## config.mk

```make
export PLATFORM = sky130hd
export DESIGN_NAME = rip_packet_parser_top
export DESIGN_NICKNAME = d
export VERILOG_FILES = /design/src/rtl/core/rpp_pkg.sv /design/src/rtl/core/rpp_front.sv /design/src/rtl/core/rpp_queue.sv /design/src/rtl/core/rpp_back.sv /design/src/rtl/core/rip_packet_parser_top.sv
export SDC_FILE = /design/constraint.sdc
export NUM_CORES = 1
export LEC_CHECK = 0
export BUFFER_PORTS_ARGS = -buffer_cell sky130_fd_sc_hd__buf_2
export CAP_MARGIN = 20
export CORE_MARGIN = 8
export CORE_UTILIZATION = 40
export DETAILED_ROUTE_END_ITERATION = 6
export HOLD_SLACK_MARGIN = 0.05
export PLACE_DENSITY = 0.68
export SETUP_SLACK_MARGIN = 0.15
export SYNTH_ARGS = -nofsm -noshare
export SYNTH_HDL_FRONTEND = slang
export SYNTH_HIERARCHICAL = 1
export SYNTH_SLANG_ARGS = --single-unit
```

## constraint.sdc

```tcl
create_clock -name clk -period 46.1 [get_ports clk]
set_input_delay 11.525 -clock clk [delete_from_list [all_inputs] [get_ports clk]]
set_output_delay 11.525 -clock clk [all_outputs]
set_load 0.03 [all_outputs]
```

## src/rtl/core/rpp_pkg.sv

```systemverilog
package rpp_pkg;

  // Widths of the result fields.
  localparam int WORD_W        = 32;
  localparam int CMD_W         = 8;
  localparam int ENTRY_TOTAL_W = 5;

  // Default configuration of the block.
  localparam int MAX_ENTRIES_DEF = 25;
  localparam int QUEUE_DEPTH_DEF = 4;

  // Packet layout.
  localparam int ENTRY_BYTES = 20;
  localparam logic [6:0] UDP_HDR_BYTES = 7'd8;
  // UDP header plus the four-byte RIP header.
  localparam logic [6:0] FIXED_HDR_BYTES = 7'd12;

  // Result kinds.
  localparam logic KIND_ROUTE   = 1'b0;
  localparam logic KIND_VERDICT = 1'b1;

  // One record per byte that causes results: a route entry, a verdict, or both.
  typedef struct packed {
    logic                     has_entry;
    logic                     has_verdict;
    logic [WORD_W-1:0]        addr;
    logic [WORD_W-1:0]        mask;
    logic [WORD_W-1:0]        next_hop;
    logic [WORD_W-1:0]        metric;
    logic                     ok;
    logic [CMD_W-1:0]         cmd;
    logic [ENTRY_TOTAL_W-1:0] total;
  } rpp_rec_t;

endpackage

```

## src/rtl/core/rpp_front.sv

```systemverilog
module rpp_front #(
  parameter int MAX_ENTRIES = rpp_pkg::MAX_ENTRIES_DEF
) (
  input  logic             clk,
  input  logic             rst,
  input  logic             in_valid,
  input  logic             full,
  input  logic [7:0]       data_byte,
  input  logic             end_of_packet,
  output logic             push,
  output rpp_pkg::rpp_rec_t rec
);
  import rpp_pkg::*;

  localparam int CNT_W = $clog2(MAX_ENTRIES + 1);
  localparam int SH_LEN = ENTRY_BYTES - 1;

  // Positions of the IPv4 header bytes that are read.
  localparam logic [15:0] POS_IHL    = 16'd0;
  localparam logic [15:0] POS_LEN_HI = 16'd2;
  localparam logic [15:0] POS_LEN_LO = 16'd3;

  // Offsets inside the RIP header.
  localparam logic [1:0] RH_COMMAND = 2'd0;
  localparam logic [1:0] RH_VERSION = 2'd1;
  localparam logic [1:0] RH_ZERO_HI = 2'd2;
  localparam logic [1:0] RH_ZERO_LO = 2'd3;

  localparam logic [7:0]  CMD_REQUEST  = 8'd1;
  localparam logic [7:0]  CMD_RESPONSE = 8'd2;
  localparam logic [7:0]  RIP_VERSION  = 8'd2;
  localparam logic [15:0] FAMILY_ANY   = 16'd0;
  localparam logic [15:0] FAMILY_INET  = 16'd2;
  localparam logic [31:0] METRIC_MIN   = 32'd1;
  localparam logic [31:0] METRIC_INF   = 32'd16;
  localparam logic [4:0]  K_LAST       = 5'(ENTRY_BYTES - 1);

  logic [15:0]      pos, pos_next;
  logic [15:0]      tot, tot_next;
  logic [5:0]       hdr, hdr_next;
  logic [7:0]       cmd, cmd_next;
  logic             err, err_next;
  logic [4:0]       k, k_next;
  logic [CNT_W-1:0] cnt, cnt_next;
  logic [7:0]       sh [0:SH_LEN-1];

  logic             accept;
  logic [6:0]       start;
  logic             in_region;
  logic [15:0]      rel;
  logic             hdr_byte;
  logic             ent_byte;
  logic             ent_done;
  logic             emit;
  logic             hdr_bad;
  logic [7:0]       e [0:ENTRY_BYTES-1];
  logic [15:0]      fam;
  logic [15:0]      tag;
  logic [31:0]      met_be;
  logic [31:0]      inv;
  logic             good;
  logic             err_upd;
  logic [7:0]       cmd_upd;
  logic [CNT_W-1:0] cnt_upd;
  logic [6:0]       need;
  logic [15:0]      diff;
  logic             len_ok;
  logic             recv_ok;

  // Remainder by five of a 16-bit value: 16 is 1 modulo 5, so hex digits add up.
  function automatic logic [2:0] mod5(input logic [15:0] d);
    logic [5:0] s;
    logic [4:0] s2;
    logic [4:0] r;
    s  = 6'(d[3:0]) + 6'(d[7:4]) + 6'(d[11:8]) + 6'(d[15:12]);
    s2 = 5'(s[5:4]) + 5'(s[3:0]);
    if (s2 >= 5'd15) begin
      r = s2 - 5'd15;
    end else if (s2 >= 5'd10) begin
      r = s2 - 5'd10;
    end else if (s2 >= 5'd5) begin
      r = s2 - 5'd5;
    end else begin
      r = s2;
    end
    return r[2:0];
  endfunction

  assign accept = in_valid && !full;

  assign start     = {1'b0, hdr} + UDP_HDR_BYTES;
  assign in_region = (pos >= 16'(start)) && (pos < tot);
  assign rel       = pos - 16'(start);
  assign hdr_byte  = in_region && (rel[15:2] == '0);
  assign ent_byte  = in_region && !hdr_byte;
  assign ent_done  = ent_byte && (k == K_LAST);
  assign emit      = ent_done && (cnt < CNT_W'(MAX_ENTRIES));

  always_comb begin
    for (int i = 0; i < SH_LEN; i++) begin
      e[i] = sh[i];
    end
    e[ENTRY_BYTES-1] = data_byte;
  end

  assign fam    = {e[0], e[1]};
  assign tag    = {e[2], e[3]};
  assign met_be = {e[16], e[17], e[18], e[19]};
  assign inv    = ~{e[8], e[9], e[10], e[11]};
  assign good   = ((cmd == CMD_REQUEST && fam == FAMILY_ANY) ||
                   (cmd == CMD_RESPONSE && fam == FAMILY_INET)) &&
                  (tag == '0) && (met_be >= METRIC_MIN) && (met_be <= METRIC_INF) &&
                  ((inv & (inv + 32'd1)) == '0);

  always_comb begin
    hdr_bad = 1'b0;
    cmd_upd = cmd;
    unique case (rel[1:0]) inside
      RH_COMMAND: begin
        cmd_upd = data_byte;
        hdr_bad = (data_byte != CMD_REQUEST) && (data_byte != CMD_RESPONSE);
      end
      RH_VERSION: hdr_bad = (data_byte != RIP_VERSION);
      RH_ZERO_HI, RH_ZERO_LO: hdr_bad = (data_byte != '0);
      default: hdr_bad = 1'b0;
    endcase
    if (!hdr_byte) begin
      cmd_upd = cmd;
      hdr_bad = 1'b0;
    end
  end

  assign err_upd = err || hdr_bad || (ent_done && (!emit || !good));
  assign cnt_upd = emit ? cnt + 1'b1 : cnt;

  // The length checks use the registered lengths; before byte 4 they are not
  // complete, and such a short buffer can never meet its own total length.
  assign need    = {1'b0, hdr} + FIXED_HDR_BYTES;
  assign diff    = tot - 16'(need);
  assign len_ok  = (tot >= 16'(need)) && (diff[1:0] == '0) && (mod5(diff) == '0);
  assign recv_ok = ({1'b0, pos} + 17'd1) >= {1'b0, tot};

  always_comb begin
    pos_next = pos;
    tot_next = tot;
    hdr_next = hdr;
    cmd_next = cmd;
    err_next = err;
    k_next   = k;
    cnt_next = cnt;
    if (accept) begin
      if (pos == POS_IHL) begin
        hdr_next = {data_byte[3:0], 2'b00};
      end
      if (pos == POS_LEN_HI) begin
        tot_next = {data_byte, tot[7:0]};
      end
      if (pos == POS_LEN_LO) begin
        tot_next = {tot[15:8], data_byte};
      end
      cmd_next = cmd_upd;
      err_next = err_upd;
      cnt_next = cnt_upd;
      if (ent_byte) begin
        k_next = (k == K_LAST) ? '0 : k + 1'b1;
      end
      if (pos != '1) begin
        pos_next = pos + 1'b1;
      end
      if (end_of_packet) begin
        pos_next = '0;
        tot_next = '0;
        hdr_next = '0;
        cmd_next = '0;
        err_next = 1'b0;
        k_next   = '0;
        cnt_next = '0;
      end
    end
  end

  always_ff @(posedge clk) begin
    if (rst) begin
      pos <= '0;
      tot <= '0;
      hdr <= '0;
      cmd <= '0;
      err <= 1'b0;
      k   <= '0;
      cnt <= '0;
    end else begin
      pos <= pos_next;
      tot <= tot_next;
      hdr <= hdr_next;
      cmd <= cmd_next;
      err <= err_next;
      k   <= k_next;
      cnt <= cnt_next;
    end
  end

  always_ff @(posedge clk) begin
    if (accept && ent_byte) begin
      for (int i = 0; i < SH_LEN - 1; i++) begin
        sh[i] <= sh[i+1];
      end
      sh[SH_LEN-1] <= data_byte;
    end
  end

  assign push = accept && (emit || end_of_packet);

  always_comb begin
    rec.has_entry   = emit;
    rec.has_verdict = end_of_packet;
    rec.addr        = {e[7], e[6], e[5], e[4]};
    rec.mask        = {e[11], e[10], e[9], e[8]};
    rec.next_hop    = {e[15], e[14], e[13], e[12]};
    rec.metric      = {e[19], e[18], e[17], e[16]};
    rec.ok          = !err_upd && (pos[15:2] != '0) && recv_ok && len_ok;
    rec.cmd         = cmd_upd;
    rec.total       = ENTRY_TOTAL_W'(cnt_upd);
  end

  a_cnt_bound: assert property (@(posedge clk) disable iff (rst)
    cnt <= CNT_W'(MAX_ENTRIES))
    else $error("entry count passed its limit");

  a_ent_counter: assert property (@(posedge clk) disable iff (rst)
    k <= K_LAST)
    else $error("entry byte counter out of range");

endmodule

```

## src/rtl/core/rpp_queue.sv

```systemverilog
module rpp_queue #(
  parameter int DEPTH = rpp_pkg::QUEUE_DEPTH_DEF
) (
  input  logic              clk,
  input  logic              rst,
  input  logic              push,
  input  rpp_pkg::rpp_rec_t wr_rec,
  input  logic              pop,
  output logic              head_valid,
  output rpp_pkg::rpp_rec_t head,
  output logic              full
);
  import rpp_pkg::*;

  localparam int IDX_W = (DEPTH > 1) ? $clog2(DEPTH) : 1;
  localparam int CNT_W = $clog2(DEPTH + 1);

  rpp_rec_t         store [0:DEPTH-1];
  logic [IDX_W-1:0] wr_ptr, wr_ptr_next;
  logic [IDX_W-1:0] rd_ptr, rd_ptr_next;
  logic [CNT_W-1:0] count, count_next;

  assign head_valid = (count != '0);
  assign full       = (count == CNT_W'(DEPTH));
  assign head       = store[rd_ptr];

  always_comb begin
    wr_ptr_next = wr_ptr;
    rd_ptr_next = rd_ptr;
    count_next  = count;
    if (push) begin
      wr_ptr_next = (wr_ptr == IDX_W'(DEPTH - 1)) ? '0 : wr_ptr + 1'b1;
    end
    if (pop) begin
      rd_ptr_next = (rd_ptr == IDX_W'(DEPTH - 1)) ? '0 : rd_ptr + 1'b1;
    end
    if (push && !pop) begin
      count_next = count + 1'b1;
    end else if (pop && !push) begin
      count_next = count - 1'b1;
    end
  end

  always_ff @(posedge clk) begin
    if (rst) begin
      wr_ptr <= '0;
      rd_ptr <= '0;
      count  <= '0;
    end else begin
      wr_ptr <= wr_ptr_next;
      rd_ptr <= rd_ptr_next;
      count  <= count_next;
    end
  end

  always_ff @(posedge clk) begin
    if (push) begin
      store[wr_ptr] <= wr_rec;
    end
  end

  a_no_overflow: assert property (@(posedge clk) disable iff (rst)
    push |-> (!full || pop))
    else $error("record written into a full queue");

  a_no_underflow: assert property (@(posedge clk) disable iff (rst)
    pop |-> head_valid)
    else $error("record taken from an empty queue");

endmodule

```

## src/rtl/core/rpp_back.sv

```systemverilog
module rpp_back (
  input  logic                                   clk,
  input  logic                                   rst,
  input  logic                                   head_valid,
  input  rpp_pkg::rpp_rec_t                      head,
  output logic                                   pop,
  output logic                                   out_valid,
  input  logic                                   out_stall,
  output logic                                   result_kind,
  output logic [rpp_pkg::WORD_W-1:0]             route_addr,
  output logic [rpp_pkg::WORD_W-1:0]             route_mask,
  output logic [rpp_pkg::WORD_W-1:0]             route_next_hop,
  output logic [rpp_pkg::WORD_W-1:0]             route_metric,
  output logic                                   packet_ok,
  output logic [rpp_pkg::CMD_W-1:0]              rip_command,
  output logic [rpp_pkg::ENTRY_TOTAL_W-1:0]      entry_total,
  output logic                                   run_end
);
  import rpp_pkg::*;

  logic load;
  logic emit_entry;
  logic verdict_pending;

  assign load       = !out_valid || !out_stall;
  assign emit_entry = head.has_entry && !verdict_pending;
  // A record with both an entry and a verdict stays at the head for two words.
  assign pop        = load && head_valid && !(emit_entry && head.has_verdict);

  always_ff @(posedge clk) begin
    if (rst) begin
      out_valid       <= 1'b0;
      verdict_pending <= 1'b0;
    end else if (load) begin
      out_valid <= head_valid;
      if (head_valid) begin
        verdict_pending <= emit_entry && head.has_verdict;
      end
    end
  end

  always_ff @(posedge clk) begin
    if (load && head_valid) begin
      if (emit_entry) begin
        result_kind    <= KIND_ROUTE;
        route_addr     <= head.addr;
        route_mask     <= head.mask;
        route_next_hop <= head.next_hop;
        route_metric   <= head.metric;
        packet_ok      <= 1'b0;
        rip_command    <= '0;
        entry_total    <= '0;
        run_end        <= !head.has_verdict;
      end else begin
        result_kind    <= KIND_VERDICT;
        route_addr     <= '0;
        route_mask     <= '0;
        route_next_hop <= '0;
        route_metric   <= '0;
        packet_ok      <= head.ok;
        rip_command    <= head.cmd;
        entry_total    <= head.total;
        run_end        <= 1'b1;
      end
    end
  end

  a_pending_pair: assert property (@(posedge clk) disable iff (rst)
    verdict_pending |-> (head_valid && head.has_entry && head.has_verdict))
    else $error("verdict pending without a paired record at the head");

endmodule

```

## src/rtl/core/rip_packet_parser_top.sv

```systemverilog
// RIPv2 packet parser. Bytes of an IPv4 packet that carries UDP and RIPv2 enter
// one word per cycle on the input channel while in_stall is low, starting at
// the first IPv4 header byte. The parser checks the RIP header and every
// 20-byte route entry that lies wholly inside the IPv4 total length, and
// sends each of the first MAX_ENTRIES entries out as its last byte arrives.
// The byte flagged end_of_packet also yields a verdict word with the command,
// the entry count and packet_ok, and the parser is then ready for the next
// packet. A byte that both completes an entry and ends the packet sends two
// words. A result is first registered in a queue of QUEUE_DEPTH entries, into
// which the front parser writes a record, and then in the output register.
// in_stall rises only when that queue is full, so the input keeps moving
// while a finished word waits on out_stall. run_end marks the last word
// caused by one byte.
module rip_packet_parser_top #(
  parameter int MAX_ENTRIES = rpp_pkg::MAX_ENTRIES_DEF,
  parameter int QUEUE_DEPTH = rpp_pkg::QUEUE_DEPTH_DEF
) (
  input  logic                              clk,
  input  logic                              rst,
  input  logic                              in_valid,
  output logic                              in_stall,
  input  logic [7:0]                        data_byte,
  input  logic                              end_of_packet,
  output logic                              out_valid,
  input  logic                              out_stall,
  output logic                              result_kind,
  output logic [rpp_pkg::WORD_W-1:0]        route_addr,
  output logic [rpp_pkg::WORD_W-1:0]        route_mask,
  output logic [rpp_pkg::WORD_W-1:0]        route_next_hop,
  output logic [rpp_pkg::WORD_W-1:0]        route_metric,
  output logic                              packet_ok,
  output logic [rpp_pkg::CMD_W-1:0]         rip_command,
  output logic [rpp_pkg::ENTRY_TOTAL_W-1:0] entry_total,
  output logic                              run_end
);
  import rpp_pkg::*;

  // Front to queue.
  logic     push;
  rpp_rec_t wr_rec;
  logic     full;

  // Queue to back.
  logic     head_valid;
  rpp_rec_t head;
  logic     pop;

  // The input stalls only on a full queue, never on the output side directly.
  assign in_stall = full;

  rpp_front #(
    .MAX_ENTRIES(MAX_ENTRIES)
  ) u_front (
    .clk          (clk),
    .rst          (rst),
    .in_valid     (in_valid),
    .full         (full),
    .data_byte    (data_byte),
    .end_of_packet(end_of_packet),
    .push         (push),
    .rec          (wr_rec)
  );

  rpp_queue #(
    .DEPTH(QUEUE_DEPTH)
  ) u_queue (
    .clk       (clk),
    .rst       (rst),
    .push      (push),
    .wr_rec    (wr_rec),
    .pop       (pop),
    .head_valid(head_valid),
    .head      (head),
    .full      (full)
  );

  rpp_back u_back (
    .clk           (clk),
    .rst           (rst),
    .head_valid    (head_valid),
    .head          (head),
    .pop           (pop),
    .out_valid     (out_valid),
    .out_stall     (out_stall),
    .result_kind   (result_kind),
    .route_addr    (route_addr),
    .route_mask    (route_mask),
    .route_next_hop(route_next_hop),
    .route_metric  (route_metric),
    .packet_ok     (packet_ok),
    .rip_command   (rip_command),
    .entry_total   (entry_total),
    .run_end       (run_end)
  );

  // A route word never carries verdict fields.
  a_route_clean: assert property (@(posedge clk) disable iff (rst)
    (out_valid && result_kind == KIND_ROUTE) |-> (!packet_ok && entry_total == '0))
    else $error("route word carries verdict fields");

  // A verdict always closes the run of words caused by its byte.
  a_verdict_last: assert property (@(posedge clk) disable iff (rst)
    (out_valid && result_kind == KIND_VERDICT) |-> run_end)
    else $error("verdict word not marked as last of its run");

endmodule
```

# [Word level (Yosys, flattened, before mapping)]
# Memories as Yosys holds them, arrays and structs flattened. A register that Yosys moved wholly into a read port is not among the register bits.
# Index checks and enable logic that the tools add are counted.
[op_classes] order_cmp=10 n_mux=32 reduce_logical=69 add_sub_neg=20 n_eq_ne=16 bitwise_logic=2
[ops] cell="16-bit 2-to-1 mux" count=5
[ops] cell="16-bit by 2-bit equality test with 1-bit output (second input constant)" count=3
[ops] cell="16-bit logical NOT" count=3
[ops] cell="32-bit by 1-bit adder with 32-bit output (second input constant)" count=1
[ops] cell="32-bit bitwise AND" count=1
[ops] cell="16-bit by 7-bit greater-or-equal comparator with 1-bit output" count=2
[ops] cell="32-bit by 1-bit greater-or-equal comparator with 1-bit output (second input constant)" count=1
[ops] cell="32-bit by 5-bit <= comparator with 1-bit output (second input constant)" count=1
[ops] cell="32-bit logical NOT" count=1
[ops] cell="32-bit NOT" count=1
[ops] cell="16-bit by 7-bit subtractor with 16-bit output" count=2
[ops] cell="1-bit logical AND" count=27
[ops] cell="5-bit 2-to-1 mux" count=5
[ops] cell="8-bit 2-to-1 mux" count=3
[ops] cell="16-bit by 1-bit adder with 17-bit output (second input constant)" count=1
[ops] cell="17-bit by 16-bit greater-or-equal comparator with 1-bit output" count=1
[ops] cell="16-bit by 1-bit adder with 16-bit output (second input constant)" count=1
[ops] cell="16-bit less-than comparator" count=1
[ops] cell="16-bit != test (second input constant)" count=1
[ops] cell="3-bit 2-to-1 mux" count=5
[ops] cell="6-bit by 4-bit adder with 7-bit output (second input constant)" count=2
[ops] cell="14-bit logical NOT" count=1
[ops] cell="14-bit nonzero test" count=1
[ops] cell="6-bit by 4-bit adder with 6-bit output" count=2
[ops] cell="34 further kinds" count=77
[word_totals] memories=2 in_bits=13 out_inout_bits=146 ramBits=728 reg_bits=210
[memory_table] memory="u_queue.store" words=4 word_bits=144 rd=1 rd_clocked_by_memory_dff=1 wr=1 line_no="rpp_queue.sv:18" source="rpp_rec_t store [0:DEPTH-1];"
[memory_table] memory="u_front.sh" words=19 word_bits=8 rd=19 rd_clocked_by_memory_dff=0 wr=19 line_no="rpp_front.sv:45" source="logic [7:0] sh [0:SH_LEN-1];"

# [Longest topological paths before layout]
[depth] depth_word=16 depth_mapped=29

# [Cells and area by module]
# The synthesis kept the hierarchy.
[modules_own_cells] module="rpp_queue" n_inst=1 area_per_inst_um2=21181.6 cells_per_inst=796
[modules_own_cells] module="rpp_front" n_inst=1 area_per_inst_um2=10860.4 cells_per_inst=958
[modules_own_cells] module="rpp_back" n_inst=1 area_per_inst_um2=5515.3 cells_per_inst=313

# [Worst setup path before layout]
# No wires, ideal clock.
[synth_path] kind="input-to-reg" from="input in_valid" to="memory u_front.sh[0][0], enable pin" path_stages=4 arrival_ns=22.322 slack_ns=22.929 path_buffers=2 setup_time_ns=0.850 path_cell_list="nand2b_1 -> clkbuf_1 -> clkbuf_1 -> nor3_1"
[synth_rtl] item="start: declaration" line_no="rip_packet_parser_top.sv:20" source="input logic in_valid,"
[synth_rtl] item="end: declaration" line_no="rpp_front.sv:45"

# [Final worst setup path]
[layout_path] from="input end_of_packet" to="memory u_queue/store[3][115] in the netlist's numbering, enable pin"
[layout_via] elab_chain_len=4
[layout_rtl] item="start: declaration" line_no="rip_packet_parser_top.sv:23" source="input logic end_of_packet,"
[layout_rtl] item="1-bit logical OR" line_no="rpp_front.sv:211" source="assign push = accept && (emit || end_of_packet);"
[layout_rtl] item="1-bit logical AND" line_no="rpp_front.sv:211"
[layout_rtl] item="named net push" line_no="rip_packet_parser_top.sv:39" source="logic push;"
[layout_rtl] item="1-bit 2-to-1 mux" line_no="rpp_queue.sv:57" source="if (push) begin"
[layout_rtl] item="1-bit 2-to-1 mux (not written as such)" line_no="rpp_queue.sv:58" source="store[wr_ptr] <= wr_rec;"
[layout_rtl] item="end: declaration" line_no="rpp_queue.sv:18"
# The timed path passes the listed nets, and every way through them passes these cells.

==> impl_metrics.json <==
{
  "status": "finished, final reports clean",
  "cp-start-kind": "input pin",
  "hold_slack_ns": 0.447,
  "syn2layout_area_growth_pct": 11.5,
  "worstPathArrival_ns": 14.63,
  "synth_adder_area_share": 0.0295,
  "worstHoldPathCells": 0,
  "drv_cap": 0,
  "synthCells": 2067,
  "synth.distinct_cells": 73,
  "r2r-start": "u_front/hdr[3]",
  "synth-compound-area-share": 0.0318,
  "gr-total-overflow": 0,
  "netlist_area_um2": 37600,
  "grt_usage": 0.145,
  "n_fill_cell": 7853,
  "synth_seq_area_share": 0.732,
  "slew-limit-headroom": 0.314,
  "cts_setup_buffers": 0,
  "path_clk_slew_ns": 0.07,
  "fp-row-count": 112,
  "skew_ns": 0.0274,
  "holdPathEnd": "u_front/sh[0][2]",
  "worstSetupPathType": "input pin to flip-flop",
  "port_buffers": 158,
  "setup_viol": 0,
  "gp_congestion": 0.881,
  "dp.cells": 3300,
  "report.final.hold_viol_count": 0,
  "yosys-mux-area-fraction": 0.0901,
  "avgSynthCellArea_um2": 18.2,
  "finalMaxSlewViolations": 0,
  "synth_top_family_by_area": "multiplexers",
  "cts.path.max_buffers": 3,
  "max_stage_delay_ns": 0.82,
  "drtIter0Drc": 1461,
  "ys_top_cells_by_area": "edfxtp_1, mux4_2, dfxtp_1, buf_4, ha_1",
  "finalSetupTns_ns": 0,
  "wl_per_cell_um": 22.1,
  "critPathTopFamily": "buffers and inverters",
  "worst_slack_ns": 31.71,
  "worst_pin_slew_ns": 1.03,
  "grt_pass1_wl_um": 116000,
  "crit_slowest_cell": "buf_4",
  "die_h_um": 322,
  "ys_ff_latch": 938,
  "viasPerCell": 5.22,
  "crit_path_cell_trace": "buf_2 > nor2_1 > nor2_1 > and2_4 > buf_4 > buf_4",
  "vdd.ir_drop.worst_uv": 36.6,
  "die_area_um2": 104000,
  "core_um2": 93200,
  "cp-end-kind": "flip-flop",
  "drt-total-wl_um": 76800,
  "reg2reg_depth": 28,
  "drive_above_1_share": 0.260,
  "place_ws_ns": 30.95,
  "synth_top_area_cell": "edfxtp_1",
  "worstSkewPairLatency_ns": 0.64,
  "dp_hpwl_um": 48600,
  "critPathRequiredTime_ns": 46.34,
  "final_cells": 3472,
  "post_cts_resized": 0,
  "synthFlopType": "edfxtp_1",
  "drt_pass1_iterations": 5,
  "max_freq_ghz": 0.0695,
  "vias": 18100,
  "grt_max_degree": 153,
  "critPathBufInv": 3,
  "antenna_found_initial": 5,
  "hp-class": "flip-flop to flip-flop",
  "pin_count": 159,
  "syn_nets": 2162,
  "synthDominantCellAreaShare": 0.697,
  "h-tree-depth": 3,
  "p_leak_nw": 13.9,
  "start_util": 0.403,
  "holdBufCountCts": 0,
  "drc": 0,
  "min_from": "u_front/sh[1][2]",
  "worstPathMaxFanout": 61,
  "synthXorXnorAreaFrac": 0.00909,
  "rsz0062_at_grt": "false",
  "reg2reg_to": "u_queue/store[1][13]",
  "yosys_warnings": 6,
  "cts_made_buffers": 93,
  "grt_pass1_vias": 18800,
  "nNetsFinal": 2238,
  "final.period_utilization": 0.312,
  "tritoncts": "done",
  "die_w_um": 322,
  "finalCriticalPeriod_ns": 14.39,
  "p_per_area_nw_per_um2": 57.0,
  "antenna_left": 0,
  "cts_sinks": 938,
  "async_reset_ff_frac": 0,
  "synth_edf_count": 872,
  "r2r_setup_slack_ns": 38.67,
  "synthSimpleGateAreaFrac": 0.0654,
  "cts_root_buf": "clkbuf_16"
}
==> synthesized netlist by cell type, drive strengths merged (13+ instances only) <==
| master | instances |
|---|---|
| nor2 | 79 |
| inv | 57 |
| nand4 | 14 |
| nand3 | 27 |
| o21ai | 29 |
| and3 | 13 |
| xnor2 | 24 |
| dfxtp | 66 |
| a21oi | 38 |
| edfxtp | 872 |
| nor3 | 25 |
| buf | 162 |
| a22oi | 36 |
| ha | 71 |
| xor2 | 15 |
| mux4 | 144 |
| nor4 | 23 |
| nand2 | 35 |
| a21o | 15 |
| clkbuf | 40 |
| and2 | 149 |
==> registers in the layout, summed over array words and instances (netlist names), 2 cells and up, named ones only <==
| name | count |
|---|---|
| u_front/tot | 16 |
| u_back/route_next_hop | 32 |
| u_queue/wr_ptr | 2 |
| u_queue/store | 576 |
| u_front/k | 5 |
| u_back/route_metric | 32 |
| u_front/pos | 16 |
| u_front/sh | 152 |
| u_front/cmd | 8 |
| u_front/hdr | 4 |
| u_back/rip_command | 8 |
| u_queue/rd_ptr | 2 |
| u_back/entry_total | 5 |
| u_back/route_addr | 32 |
| u_queue/count | 3 |
| u_front/cnt | 5 |
| u_back/route_mask | 32 |
==> layout make-up <==
type | count | area (um^2) | area share
Sequential cell | 938 | 27500 | 0.657
Multi-Input combinational cell | 870 | 8510 | 0.203
Clock buffer | 119 | 2510 | 0.0599
Tap cell | 1254 | 1570 | 0.0375
Timing Repair Buffer | 183 | 1010 | 0.0241
Clock inverter | 50 | 537 | 0.0128
Inverter | 57 | 214 | 0.00511
Antenna cell | 1 | 2.50 | 0.0000598
==> layout by cell type (no fill, tap or decap), drive strengths merged, types with 23 or more instances in the layout <==
cell / Yosys / routed
dfxtp: 66 / 66
mux4: 144 / 144
edfxtp: 872 / 872
and2: 149 / 149
clkinv: 0 / 34
nand3: 27 / 27
buf: 162 / 183
a22oi: 36 / 36
xnor2: 24 / 24
a21oi: 38 / 38
nor2: 79 / 79
inv: 57 / 62
clkbuf: 40 / 119
o21ai: 29 / 29
nand2: 35 / 35
ha: 71 / 71
nor3: 25 / 25
nor4: 23 / 23
==> kinds of logic after synthesis <==
family	Yosys count
flops	938
simple gates	417
buf+inv	259
compound gates	175
mux	157
fa+ha+maj	82
xor+xnor	39
==> how the worst max path moves through the flow <==
stage	endpoint	startpoint	depth (start not counted)	slack, ns
floorplan	u_front/sh[0][0]	in_valid	4	22.93
global placement	u_queue/store[1][87]	end_of_packet	6	30.98
detailed placement	u_queue/store[1][87]	end_of_packet	6	30.95
CTS	u_queue/store[1][92]	end_of_packet	6	31.64
global route	u_queue/store[2][115]	end_of_packet	6	31.44
finish	u_queue/store[3][115]	end_of_packet	6	31.71
==> per-stage QoR <==
| stage | instance area (um^2) | total power [mW] | utilization |
|---|---|---|---|
| finish | 41900 | 2.39 | 0.449 |
| CTS | 41800 | 2.42 | 0.449 |
| detailed placement | 38800 | 1.67 | 0.416 |
| global route | 41900 | 2.49 | 0.449 |
| global placement | 38800 | 1.66 | 0.416 |
| floorplan | 37600 | 1.52 | - |
==> routing by layer <==
metal | track usage | routed length [um]
met1 | 0.194 | 32600
met5 | 0 | 16
met3 | 0.0328 | 5410
met4 | 0.0357 | 1500
met2 | 0.240 | 37200
==> power by group <==
group / internal, mW / leakage [nW] / switching [mW]
Clock: 0.432 / 1.48 / 0.314
Combinational: 0.193 / 3.88 / 0.369
Sequential: 1.05 / 8.56 / 0.0314
No activity file was read; power rests on OpenSTA's default activity.
